--- src/hw/rtl/rtd_voltage_to_temperature_unit_assert.svh ---
// ----------------------------------------------------------------------------
// RTD converter assertion macros
// Shared property macros for the RTD voltage to temperature unit.
// ----------------------------------------------------------------------------
`ifndef RTD_VOLTAGE_TO_TEMPERATURE_UNIT_ASSERT_SVH
`define RTD_VOLTAGE_TO_TEMPERATURE_UNIT_ASSERT_SVH

// Same-cycle implication, sampled on clk, off during reset.
`define RTDV_ASSERT_NOW(lbl, ante, cons, msg) \
  lbl: assert property (@(posedge clk) disable iff (rst) (ante) |-> (cons)) else $error(msg);

// Next-cycle implication, sampled on clk, off during reset.
`define RTDV_ASSERT_NEXT(lbl, ante, cons, msg) \
  lbl: assert property (@(posedge clk) disable iff (rst) (ante) |=> (cons)) else $error(msg);

`endif

--- src/hw/rtl/rtdv_pkg.sv ---
// ----------------------------------------------------------------------------
// RTD converter package
// Field widths, calibration ROM, output limits and sequencer states.
// ----------------------------------------------------------------------------
package rtdv_pkg;

  localparam int SAMPLE_W = 22;
  localparam int RES_W    = 19;
  localparam int TEMP_W   = 22;

  localparam int DIV_NUM_W  = 46;
  localparam int DIV_DEN_W  = 27;
  localparam int SQRT_OP_W  = 60;
  localparam int SQRT_ROOT_W = SQRT_OP_W / 2;

  localparam int CAL_POINTS = 11;
  localparam int CAL_IDX_W  = $clog2(CAL_POINTS);

  // measured and actual calibration points, milliohms
  localparam logic [RES_W-1:0] CAL_MEASURED [CAL_POINTS] = '{
    19'd80500, 19'd82500, 19'd99900, 19'd106900, 19'd112800, 19'd115365,
    19'd123900, 19'd130600, 19'd139800, 19'd150850, 19'd153810
  };
  localparam logic [RES_W-1:0] CAL_ACTUAL [CAL_POINTS] = '{
    19'd81000, 19'd83800, 19'd100000, 19'd107600, 19'd113300, 19'd115300,
    19'd124000, 19'd130800, 19'd137000, 19'd150000, 19'd154000
  };

  localparam logic [RES_W-1:0]         R_MAX_MOHM = 19'd400000;
  localparam logic signed [TEMP_W-1:0] T_MIN_MDEG = -22'sd300000;
  localparam logic signed [TEMP_W-1:0] T_MAX_MDEG = 22'sd1100000;
  localparam logic signed [TEMP_W-1:0] T_ERR_MDEG = -22'sd999000;

  typedef enum logic [4:0] {
    ST_IDLE,
    ST_RAW_MUL,
    ST_RAW_GO,
    ST_RAW_WAIT,
    ST_SEG,
    ST_CAL_MUL,
    ST_CAL_PREP,
    ST_CAL_GO,
    ST_CAL_WAIT,
    ST_CAL_FIX,
    ST_DISC,
    ST_SQ_LO,
    ST_SQ_HI,
    ST_SQ_GO,
    ST_SQ_WAIT,
    ST_TMP_GO,
    ST_TMP_WAIT,
    ST_DONE
  } state_t;

endpackage

--- src/hw/rtl/rtdv_divider.sv ---
// ----------------------------------------------------------------------------
// RTD converter serial divider
// Restoring divider, one quotient bit per cycle, dividend shifted MSB first.
// ----------------------------------------------------------------------------
module rtdv_divider #(
  parameter int NUM_W = 46,
  parameter int DEN_W = 27
) (
  input  logic             clk,
  input  logic             rst,
  input  logic             start,
  input  logic [NUM_W-1:0] num,
  input  logic [DEN_W-1:0] den,
  output logic             done,
  output logic [NUM_W-1:0] quo
);

  localparam int CNT_W = $clog2(NUM_W + 1);

  logic [NUM_W-1:0] sh;
  logic [DEN_W-1:0] rem;
  logic [DEN_W-1:0] den_q;
  logic [CNT_W-1:0] cnt;
  logic             running;
  logic [DEN_W:0]   trial;
  logic             ge;

  assign trial = {rem, sh[NUM_W-1]};
  assign ge    = trial >= {1'b0, den_q};
  assign quo   = sh;

  always_ff @(posedge clk) begin
    if (rst) begin
      running <= 1'b0;
      done    <= 1'b0;
      cnt     <= '0;
    end else begin
      done <= 1'b0;
      if (start) begin
        running <= 1'b1;
        cnt     <= CNT_W'(NUM_W);
      end else if (running) begin
        cnt <= cnt - 1'b1;
        if (cnt == CNT_W'(1)) begin
          running <= 1'b0;
          done    <= 1'b1;
        end
      end
    end
  end

  // shift one dividend bit in, one quotient bit out
  always_ff @(posedge clk) begin
    if (start) begin
      sh    <= num;
      rem   <= '0;
      den_q <= den;
    end else if (running) begin
      rem <= ge ? DEN_W'(trial - {1'b0, den_q}) : trial[DEN_W-1:0];
      sh  <= {sh[NUM_W-2:0], ge};
    end
  end

endmodule

--- src/hw/rtl/rtdv_isqrt.sv ---
// ----------------------------------------------------------------------------
// RTD converter serial square root
// Floor square root, two operand bits and one root bit per cycle.
// ----------------------------------------------------------------------------
module rtdv_isqrt #(
  parameter int OP_W = 60
) (
  input  logic                clk,
  input  logic                rst,
  input  logic                start,
  input  logic [OP_W-1:0]     op,
  output logic                done,
  output logic [OP_W/2-1:0]   root
);

  localparam int ROOT_W = OP_W / 2;
  localparam int CNT_W  = $clog2(ROOT_W + 1);

  logic [OP_W-1:0]   op_sh;
  logic [ROOT_W-1:0] rem;
  logic [CNT_W-1:0]  cnt;
  logic              running;
  logic [ROOT_W+1:0] rem_sh;
  logic [ROOT_W+1:0] trial;
  logic              ge;

  assign rem_sh = {rem, op_sh[OP_W-1:OP_W-2]};
  assign trial  = {root, 2'b01};
  assign ge     = rem_sh >= trial;

  always_ff @(posedge clk) begin
    if (rst) begin
      running <= 1'b0;
      done    <= 1'b0;
      cnt     <= '0;
    end else begin
      done <= 1'b0;
      if (start) begin
        running <= 1'b1;
        cnt     <= CNT_W'(ROOT_W);
      end else if (running) begin
        cnt <= cnt - 1'b1;
        if (cnt == CNT_W'(1)) begin
          running <= 1'b0;
          done    <= 1'b1;
        end
      end
    end
  end

  // the remainder stays below 2*root+1, so its low bits carry it
  always_ff @(posedge clk) begin
    if (start) begin
      op_sh <= op;
      rem   <= '0;
      root  <= '0;
    end else if (running) begin
      rem   <= ge ? ROOT_W'(rem_sh - trial) : ROOT_W'(rem_sh);
      root  <= {root[ROOT_W-2:0], ge};
      op_sh <= {op_sh[OP_W-3:0], 2'b00};
    end
  end

endmodule

--- src/hw/rtl/rtd_voltage_to_temperature_unit.sv ---
// ----------------------------------------------------------------------------
// RTD voltage to temperature unit
// PT100 bridge voltage to calibrated resistance and temperature.
// ----------------------------------------------------------------------------
// Usage:
//   Drive sample_uv (signed microvolts) and raise start while busy is low;
//   the word is taken on that clock edge. busy stays high until the result
//   has been shown. One word in gives one result word out.
//   The result (resistance_mohm, temperature_mdeg, out_of_range) is valid
//   for exactly one cycle while done is high; the receiver cannot stall,
//   so it must capture the word in that cycle. The ports hold their value
//   afterwards, but only the strobed cycle counts.
//   The time from the accepting edge to the result depends on the shared
//   serial divider (used up to three times), the serial square root and
//   the calibration segment scan. One word is in flight at a time, so a
//   new word is taken only once busy has dropped after the result strobe.
//   A synchronous, active-high rst returns the sequencer to idle, drops
//   any word in flight and clears the strobe; no result follows.
// ----------------------------------------------------------------------------
module rtd_voltage_to_temperature_unit (
  input  logic                                 clk,
  input  logic                                 rst,
  input  logic                                 start,
  output logic                                 busy,
  input  logic signed [rtdv_pkg::SAMPLE_W-1:0] sample_uv,
  output logic                                 done,
  output logic        [rtdv_pkg::RES_W-1:0]    resistance_mohm,
  output logic signed [rtdv_pkg::TEMP_W-1:0]   temperature_mdeg,
  output logic                                 out_of_range
);

  import rtdv_pkg::*;

  `include "rtd_voltage_to_temperature_unit_assert.svh"

  state_t state, state_next;

  // datapath registers
  logic        [24:0]            x_reg;      // 14584000 - 5*u, always positive
  logic        [DIV_NUM_W-1:0]   num_reg;
  logic        [DIV_DEN_W-1:0]   den_reg;
  logic                          neg_reg;
  logic        [RES_W-1:0]       r_reg;
  logic        [CAL_IDX_W-1:0]   idx;
  logic        [CAL_IDX_W-1:0]   seg;
  logic signed [41:0]            prod_reg;
  logic        [20:0]            dmag_reg;
  logic                          dm_zero;
  logic        [DIV_NUM_W-1:0]   q_reg;
  logic signed [35:0]            d_reg;
  logic        [SQRT_OP_W-1:0]   v_reg;
  logic        [RES_W-1:0]       res_reg;
  logic signed [TEMP_W-1:0]      temp_reg;
  logic                          err_reg;

  // unit handshakes
  logic                    div_start, div_done;
  logic [DIV_NUM_W-1:0]    div_quo;
  logic                    sq_start, sq_done;
  logic [SQRT_ROOT_W-1:0]  sq_root;

  // segment search
  logic seg_low, seg_high, seg_hit, seg_last;

  // combinational datapath terms
  logic signed [25:0] x_next;
  logic        [44:0] raw_prod;
  logic signed [20:0] cal_diff, cal_dm, cal_da;
  logic signed [20:0] diff_eff;
  logic        [20:0] dmag_eff;
  logic        [41:0] prod_mag;
  logic signed [47:0] cal_sum;
  logic signed [20:0] k_term;
  logic signed [35:0] dk;
  logic        [41:0] v_lo;
  logic        [40:0] v_hi;
  logic signed [30:0] tn;
  logic        [30:0] tn_mag;
  logic signed [47:0] t_sum;

  rtdv_divider #(
    .NUM_W (DIV_NUM_W),
    .DEN_W (DIV_DEN_W)
  ) u_div (
    .clk   (clk),
    .rst   (rst),
    .start (div_start),
    .num   (num_reg),
    .den   (den_reg),
    .done  (div_done),
    .quo   (div_quo)
  );

  rtdv_isqrt #(
    .OP_W (SQRT_OP_W)
  ) u_sqrt (
    .clk   (clk),
    .rst   (rst),
    .start (sq_start),
    .op    (v_reg),
    .done  (sq_done),
    .root  (sq_root)
  );

  // scan one calibration segment per cycle; the end segments catch
  // anything outside the table
  assign seg_low  = r_reg <= CAL_MEASURED[0];
  assign seg_high = r_reg >= CAL_MEASURED[CAL_POINTS-1];
  assign seg_hit  = (r_reg >= CAL_MEASURED[idx]) &&
                    (r_reg <= CAL_MEASURED[idx + 1'b1]);
  assign seg_last = idx == CAL_IDX_W'(CAL_POINTS - 2);

  // next state
  always_comb begin
    state_next = state;
    unique case (state)
      ST_IDLE:     if (start) state_next = ST_RAW_MUL;
      ST_RAW_MUL:  state_next = ST_RAW_GO;
      ST_RAW_GO:   state_next = ST_RAW_WAIT;
      ST_RAW_WAIT: if (div_done) state_next = ST_SEG;
      ST_SEG:      if (seg_low || seg_high || seg_hit || seg_last) state_next = ST_CAL_MUL;
      ST_CAL_MUL:  state_next = ST_CAL_PREP;
      ST_CAL_PREP: state_next = dm_zero ? ST_CAL_FIX : ST_CAL_GO;
      ST_CAL_GO:   state_next = ST_CAL_WAIT;
      ST_CAL_WAIT: if (div_done) state_next = ST_CAL_FIX;
      ST_CAL_FIX:  state_next = ST_DISC;
      ST_DISC:     state_next = ST_SQ_LO;
      ST_SQ_LO:    state_next = d_reg[35] ? ST_DONE : ST_SQ_HI;
      ST_SQ_HI:    state_next = ST_SQ_GO;
      ST_SQ_GO:    state_next = ST_SQ_WAIT;
      ST_SQ_WAIT:  if (sq_done) state_next = ST_TMP_GO;
      ST_TMP_GO:   state_next = ST_TMP_WAIT;
      ST_TMP_WAIT: if (div_done) state_next = ST_DONE;
      ST_DONE:     state_next = ST_IDLE;
      default:     state_next = ST_IDLE;
    endcase
  end

  // outputs of the sequencer
  always_comb begin
    busy      = state != ST_IDLE;
    done      = state == ST_DONE;
    div_start = (state == ST_RAW_GO) || (state == ST_CAL_GO) || (state == ST_TMP_GO);
    sq_start  = state == ST_SQ_GO;
  end

  always_ff @(posedge clk) begin
    if (rst) begin
      state <= ST_IDLE;
    end else begin
      state <= state_next;
    end
  end

  // arithmetic terms
  always_comb begin
    x_next   = 26'sd14584000 - (26'(sample_uv) * 26'sd5);
    raw_prod = x_reg * 20'd625000;

    cal_diff = $signed({2'b00, r_reg}) - $signed({2'b00, CAL_MEASURED[seg]});
    cal_dm   = $signed({2'b00, CAL_MEASURED[seg + 1'b1]}) -
               $signed({2'b00, CAL_MEASURED[seg]});
    cal_da   = $signed({2'b00, CAL_ACTUAL[seg + 1'b1]}) -
               $signed({2'b00, CAL_ACTUAL[seg]});
    // a falling segment divides by the magnitude with the offset negated
    diff_eff = cal_dm[20] ? -cal_diff : cal_diff;
    dmag_eff = cal_dm[20] ? 21'(-cal_dm) : 21'(cal_dm);

    prod_mag = prod_reg[41] ? 42'(-prod_reg) : 42'(prod_reg);
    cal_sum  = $signed({29'b0, CAL_ACTUAL[seg]}) +
               (neg_reg ? -$signed({2'b00, q_reg}) : $signed({2'b00, q_reg}));

    k_term = 21'sd100000 - $signed({2'b00, res_reg});
    dk     = k_term * 16'sd23100;

    v_lo = d_reg[17:0] * 24'd10000000;
    v_hi = d_reg[34:18] * 24'd10000000;

    tn     = (31'sd390830000 - $signed({1'b0, sq_root})) * 31'sd2;
    tn_mag = tn[30] ? 31'(-tn) : 31'(tn);
    t_sum  = neg_reg ? -$signed({2'b00, div_quo}) : $signed({2'b00, div_quo});
  end

  // datapath: advance one step per sequencer state
  always_ff @(posedge clk) begin
    unique case (state)
      ST_IDLE: begin
        if (start) x_reg <= x_next[24:0];
      end
      ST_RAW_MUL: begin
        // round to nearest: add half the divisor, positive numerator
        num_reg <= DIV_NUM_W'(raw_prod) + DIV_NUM_W'(25052494);
        den_reg <= DIV_DEN_W'(50104989);
      end
      ST_RAW_WAIT: begin
        if (div_done) begin
          r_reg <= div_quo[RES_W-1:0];
          idx   <= '0;
        end
      end
      ST_SEG: begin
        idx <= idx + 1'b1;
        if (seg_low) begin
          seg <= '0;
        end else if (seg_high || !seg_hit) begin
          seg <= CAL_IDX_W'(CAL_POINTS - 2);
        end else begin
          seg <= idx;
        end
      end
      ST_CAL_MUL: begin
        prod_reg <= diff_eff * cal_da;
        dmag_reg <= dmag_eff;
        dm_zero  <= cal_dm == 21'sd0;
      end
      ST_CAL_PREP: begin
        num_reg <= DIV_NUM_W'(prod_mag) + DIV_NUM_W'(dmag_reg >> 1);
        den_reg <= DIV_DEN_W'(dmag_reg);
        neg_reg <= prod_reg[41];
        q_reg   <= '0;
      end
      ST_CAL_WAIT: begin
        if (div_done) q_reg <= div_quo;
      end
      ST_CAL_FIX: begin
        if (cal_sum < 48'sd0) begin
          res_reg <= '0;
        end else if (cal_sum > $signed({29'b0, R_MAX_MOHM})) begin
          res_reg <= R_MAX_MOHM;
        end else begin
          res_reg <= cal_sum[RES_W-1:0];
        end
      end
      ST_DISC: begin
        d_reg <= 36'sd15274808890 + dk;
      end
      ST_SQ_LO: begin
        err_reg <= d_reg[35];
        if (d_reg[35]) temp_reg <= T_ERR_MDEG;
        v_reg <= {18'b0, v_lo};
      end
      ST_SQ_HI: begin
        v_reg <= v_reg + {1'b0, v_hi, 18'b0};
      end
      ST_SQ_WAIT: begin
        if (sq_done) begin
          num_reg <= DIV_NUM_W'(tn_mag) + DIV_NUM_W'(115);
          den_reg <= DIV_DEN_W'(231);
          neg_reg <= tn[30];
        end
      end
      ST_TMP_WAIT: begin
        if (div_done) begin
          if (t_sum < 48'(T_MIN_MDEG)) begin
            temp_reg <= T_MIN_MDEG;
          end else if (t_sum > 48'(T_MAX_MDEG)) begin
            temp_reg <= T_MAX_MDEG;
          end else begin
            temp_reg <= t_sum[TEMP_W-1:0];
          end
        end
      end
      default: begin
      end
    endcase
  end

  assign resistance_mohm  = res_reg;
  assign temperature_mdeg = temp_reg;
  assign out_of_range     = err_reg;

  // checks on the sequencer and the result word
  `RTDV_ASSERT_NEXT(a_accept_busy, start && !busy, busy, "accepted word did not raise busy")
  `RTDV_ASSERT_NEXT(a_strobe_once, done, !done, "result strobe held past one cycle")
  `RTDV_ASSERT_NOW(a_res_limit, done, resistance_mohm <= R_MAX_MOHM, "resistance over limit")
  `RTDV_ASSERT_NOW(a_err_temp, done && out_of_range, temperature_mdeg == T_ERR_MDEG, "error temperature wrong")

endmodule

--- config.mk ---
export PLATFORM = sky130hd
export DESIGN_NAME = rtd_voltage_to_temperature_unit
export DESIGN_NICKNAME = d
export VERILOG_FILES = /design/src/hw/rtl/rtdv_pkg.sv /design/src/hw/rtl/rtdv_divider.sv /design/src/hw/rtl/rtdv_isqrt.sv /design/src/hw/rtl/rtd_voltage_to_temperature_unit.sv
export VERILOG_INCLUDE_DIRS = /design/src /design/src/hw/rtl
export SDC_FILE = /design/constraint.sdc
export NUM_CORES = 2
export LEC_CHECK = 0
export BUFFER_PORTS_ARGS = -buffer_cell sky130_fd_sc_hd__buf_2
export CAP_MARGIN = 20
export CORE_ASPECT_RATIO = 0.5
export CORE_UTILIZATION = 29
export DETAILED_ROUTE_END_ITERATION = 6
export HOLD_SLACK_MARGIN = 0.15
export PLACE_DENSITY = 0.39
export SYNTH_ARGS = -nofsm -noshare
export SYNTH_HDL_FRONTEND = slang
export SYNTH_SLANG_ARGS = --single-unit
export TNS_END_PERCENT = 50
--- constraint.sdc ---
create_clock -name clk -period 28 [get_ports clk]
set_input_delay 1.4 -clock clk [delete_from_list [all_inputs] [get_ports clk]]
set_output_delay 1.4 -clock clk [all_outputs]
set_load 0.01 [all_outputs]
==> flow_metrics.py <==
metrics = {
    "floorplan": {
        "die_w_um": 750,
        "core_area_mm2": 0.277,
        "start_util": 0.293,
        "std_cell_rows": 136,
        "design.portCount": 69,
        "die_h_um": 376,
        "die_area_mm2": 0.282,
    },
    "clock_network": {
        "cts.sinks": 581,
        "holdBufCountCts": 0,
        "tritoncts": "built",
        "clk_pin_slew_ns": 0.06,
        "insertion_delay_ns": 0.70,
        "cts_buffer_depth": 3,
        "numCtsBuffers": 71,
        "postCtsSetupBuffers": 0,
        "h-tree-depth": 3,
        "cts_resized": 0,
        "clock-root-buffer": "clkbuf_16",
    },
    "global_routing": {
        "gr-total-overflow": 0,
        "grt_usage": 0.173,
        "antenna_found_initial": 7,
        "grt_max_degree": 117,
        "grt_pass1_wl_mm": 381,
        "grt_pass1_vias": 63200,
    },
    "critical_path": {
        "critPathRequiredTime_ns": 28.39,
        "path_class": "reg2reg",
        "critPathMostFrequentCell": "fa_1",
        "start_kind": "flip-flop",
        "r2r_cells": 38,
        "cp.arrival_ns": 13.19,
        "endpoint_kind": "flip-flop",
        "r2r_start": "seg[1]$_SDFFCE_PP0P_",
        "max_stage_delay_ns": 0.79,
        "r2r_slack_ns": 15.20,
        "reg2reg_to": "prod_reg[40]$_DFFE_PP_",
        "cpMaxStageDelayCell": "o211a_1",
        "cp_max_fo": 22,
    },
    "routing": {
        "num_vias": 62300,
        "first_pass_iters": 5,
        "wirelength_mm": 245,
        "detail-route-antenna-nets": 0,
        "vias_per_cell": 4.84,
        "wl_per_cell_um": 19.1,
        "dr.first_iter.drc_count": 4067,
        "route.detailed.drc": 0,
    },
    "yosys": {
        "synth_area_leaders": "fa_1 (19%), edfxtp_1 (18%), ha_1 (16%)",
        "syn_area_per_cell_um2": 8.89,
        "async_reset_ff_frac": 0,
        "synth.distinct_cells": 101,
        "synth_cells": 9133,
        "synthFlopType": "edfxtp_1",
        "synth_edf_count": 474,
        "ys_seq_area_frac": 0.202,
        "yosys_warnings": 0,
        "ys_seq_elements": 581,
        "synth_top_area_cell": "fa_1",
        "synth_top_area_frac": 0.190,
        "synth_area_mm2": 0.0812,
    },
    "layout": {
        "largest_reg_flops": 52,
        "diodes": 0,
        "syn2layout_area_growth_pct": 8.82,
        "drive_gt1_frac": 0.0436,
        "final_cell_mix": "inv_1 (1,465), ha_1 (1,054), nand2_1 (860)",
        "nets": 10900,
        "fill_cells": 29200,
        "final_common_cell": "inv_1",
    },
    "sta": {
        "grt_setup_unrepaired": "no",
        "clock_skew_ns": 0.0498,
        "final_max_slew_viol_count": 0,
        "period_minus_slack_ns": 12.80,
        "whs_ns": 0.420,
        "relSlewSlack": 0.234,
        "worst_slew_pin_slew_ns": 1.14,
        "clock.fmax_mhz": 78.1,
        "finalSetupViolCount": 0,
        "setup_tns_ns": 0,
        "finalHoldViolCount": 0,
        "fin_crit_sh": 0.457,
    },
    "placed_design": {
        "routabilityCongestion": 0.862,
        "hpwlAfterDp_mm": 202,
        "port_buffers": 68,
    },
    "min_path": {
        "hp-class": "reg2reg",
        "worstHoldStart": "den_reg[2]$_SDFFCE_PP1P_",
        "hold_path_depth": 0,
        "worstHoldEndpoint": "u_div.den_q[2]$_DFFE_PN_",
    },
    "run_status": {
        "status": "finished clean",
    },
    "run": {
        "drv_cap": 0,
    },
}
through the flow:
| step | util | worst slack [ns] | instance area [um^2] | std cells |
|---|---|---|---|---|
| final | 0.319 | 15.20 | 88300 | 12900 |
| after global routing | 0.319 | 14.29 | 88300 | 12900 |
| after detailed placement | 0.310 | 15.37 | 85800 | 12700 |
| after global placement | 0.310 | 15.47 | 85800 | 12700 |
| after floorplan | - | 17.09 | 81200 | 9135 |
| after CTS | 0.319 | 15.27 | 88300 | 12900 |
worst max-delay path by stage:
stage | startpoint | to | slack, ns | cells past startpoint
5_1_grt | seg[1]$_SDFFCE_PP0P_ | prod_reg[40]$_DFFE_PP_ | 14.29 | 38
4_1_cts | seg[1]$_SDFFCE_PP0P_ | prod_reg[40]$_DFFE_PP_ | 15.27 | 38
2_1_floorplan | seg[0]$_SDFFCE_PP0P_ | prod_reg[40]$_DFFE_PP_ | 17.09 | 44
3_5_place_dp | seg[1]$_SDFFCE_PP0P_ | prod_reg[40]$_DFFE_PP_ | 15.37 | 38
6_report | seg[1]$_SDFFCE_PP0P_ | prod_reg[40]$_DFFE_PP_ | 15.20 | 38
3_3_place_gp | seg[1]$_SDFFCE_PP0P_ | prod_reg[40]$_DFFE_PP_ | 15.47 | 38
layout make-up:
cell class | count | area, um^2 | share of cell area
sequential | 581 | 16400 | 0.185
timing repair buffer | 161 | 1080 | 0.0122
multi-input combinational | 6788 | 58200 | 0.659
clock inverter | 47 | 607 | 0.00687
inverter | 1475 | 5540 | 0.0627
clock buffer | 81 | 1810 | 0.0205
tap | 3726 | 4660 | 0.0528
per-layer routing:
layer  vias up  global-route usage  part of all wire  wire (um)
li1      30700                   -                 -          -
met1     30400               0.247              0.49     119000
met2       971               0.283              0.46     112000
met3       193              0.0189             0.039       9500
met4         2              0.0344             0.020       4840
met5         -                   0          0.000029          7
cell families (layout without fill, tap and decap cells):
family	Yosys count	in the layout	synth area share
multiplexers	92	92	0.0115
flip-flops	581	581	0.202
adder cells (fa/ha/maj)	1828	1828	0.353
AO/OA/AOI/OAI	1591	1591	0.127
other	1	3	0.0000462
AND/OR/NAND/NOR	2605	2605	0.152
XOR/XNOR	669	669	0.0726
buffers and inverters	1766	1764	0.0818
cells in the mapped netlist (31+ instances only):
cell type  instances
a21oi_1          397
o31ai_1           64
nor2_1           683
a31oi_1           71
a21o_1           134
edfxtp_1         474
o21ai_0          378
mux2i_1           83
inv_1           1467
xnor2_1          420
nand2_1          862
o21bai_1          35
or3_1             67
xor2_1           247
o41ai_1           31
or2_2             44
a21boi_0          35
nor2b_1           84
a211oi_1          65
ha_1            1054
nor4_1            57
or4_1             34
nand3_1          146
clkbuf_1         271
dfxtp_1          107
and3_1            62
and2_1           121
nor3_1           172
fa_1             771
nand4_1           65
nand2b_1          95
o21a_1            69
worst max-delay path, delay by kind of cell, from the launching register on:
family	cells	cell delay (ns)
xor gates and xnor gates	2	0.89
DFF	1	0.73
and+or+nand+nor	6	1.18
adders and majority gates	11	5.09
AOI/OAI and AO/OA	18	4.56
buffers and inverters	1	0.05
Power is not shown: default switching activity piles up to over one toggle a cycle in this logic, so the estimate is an artifact.
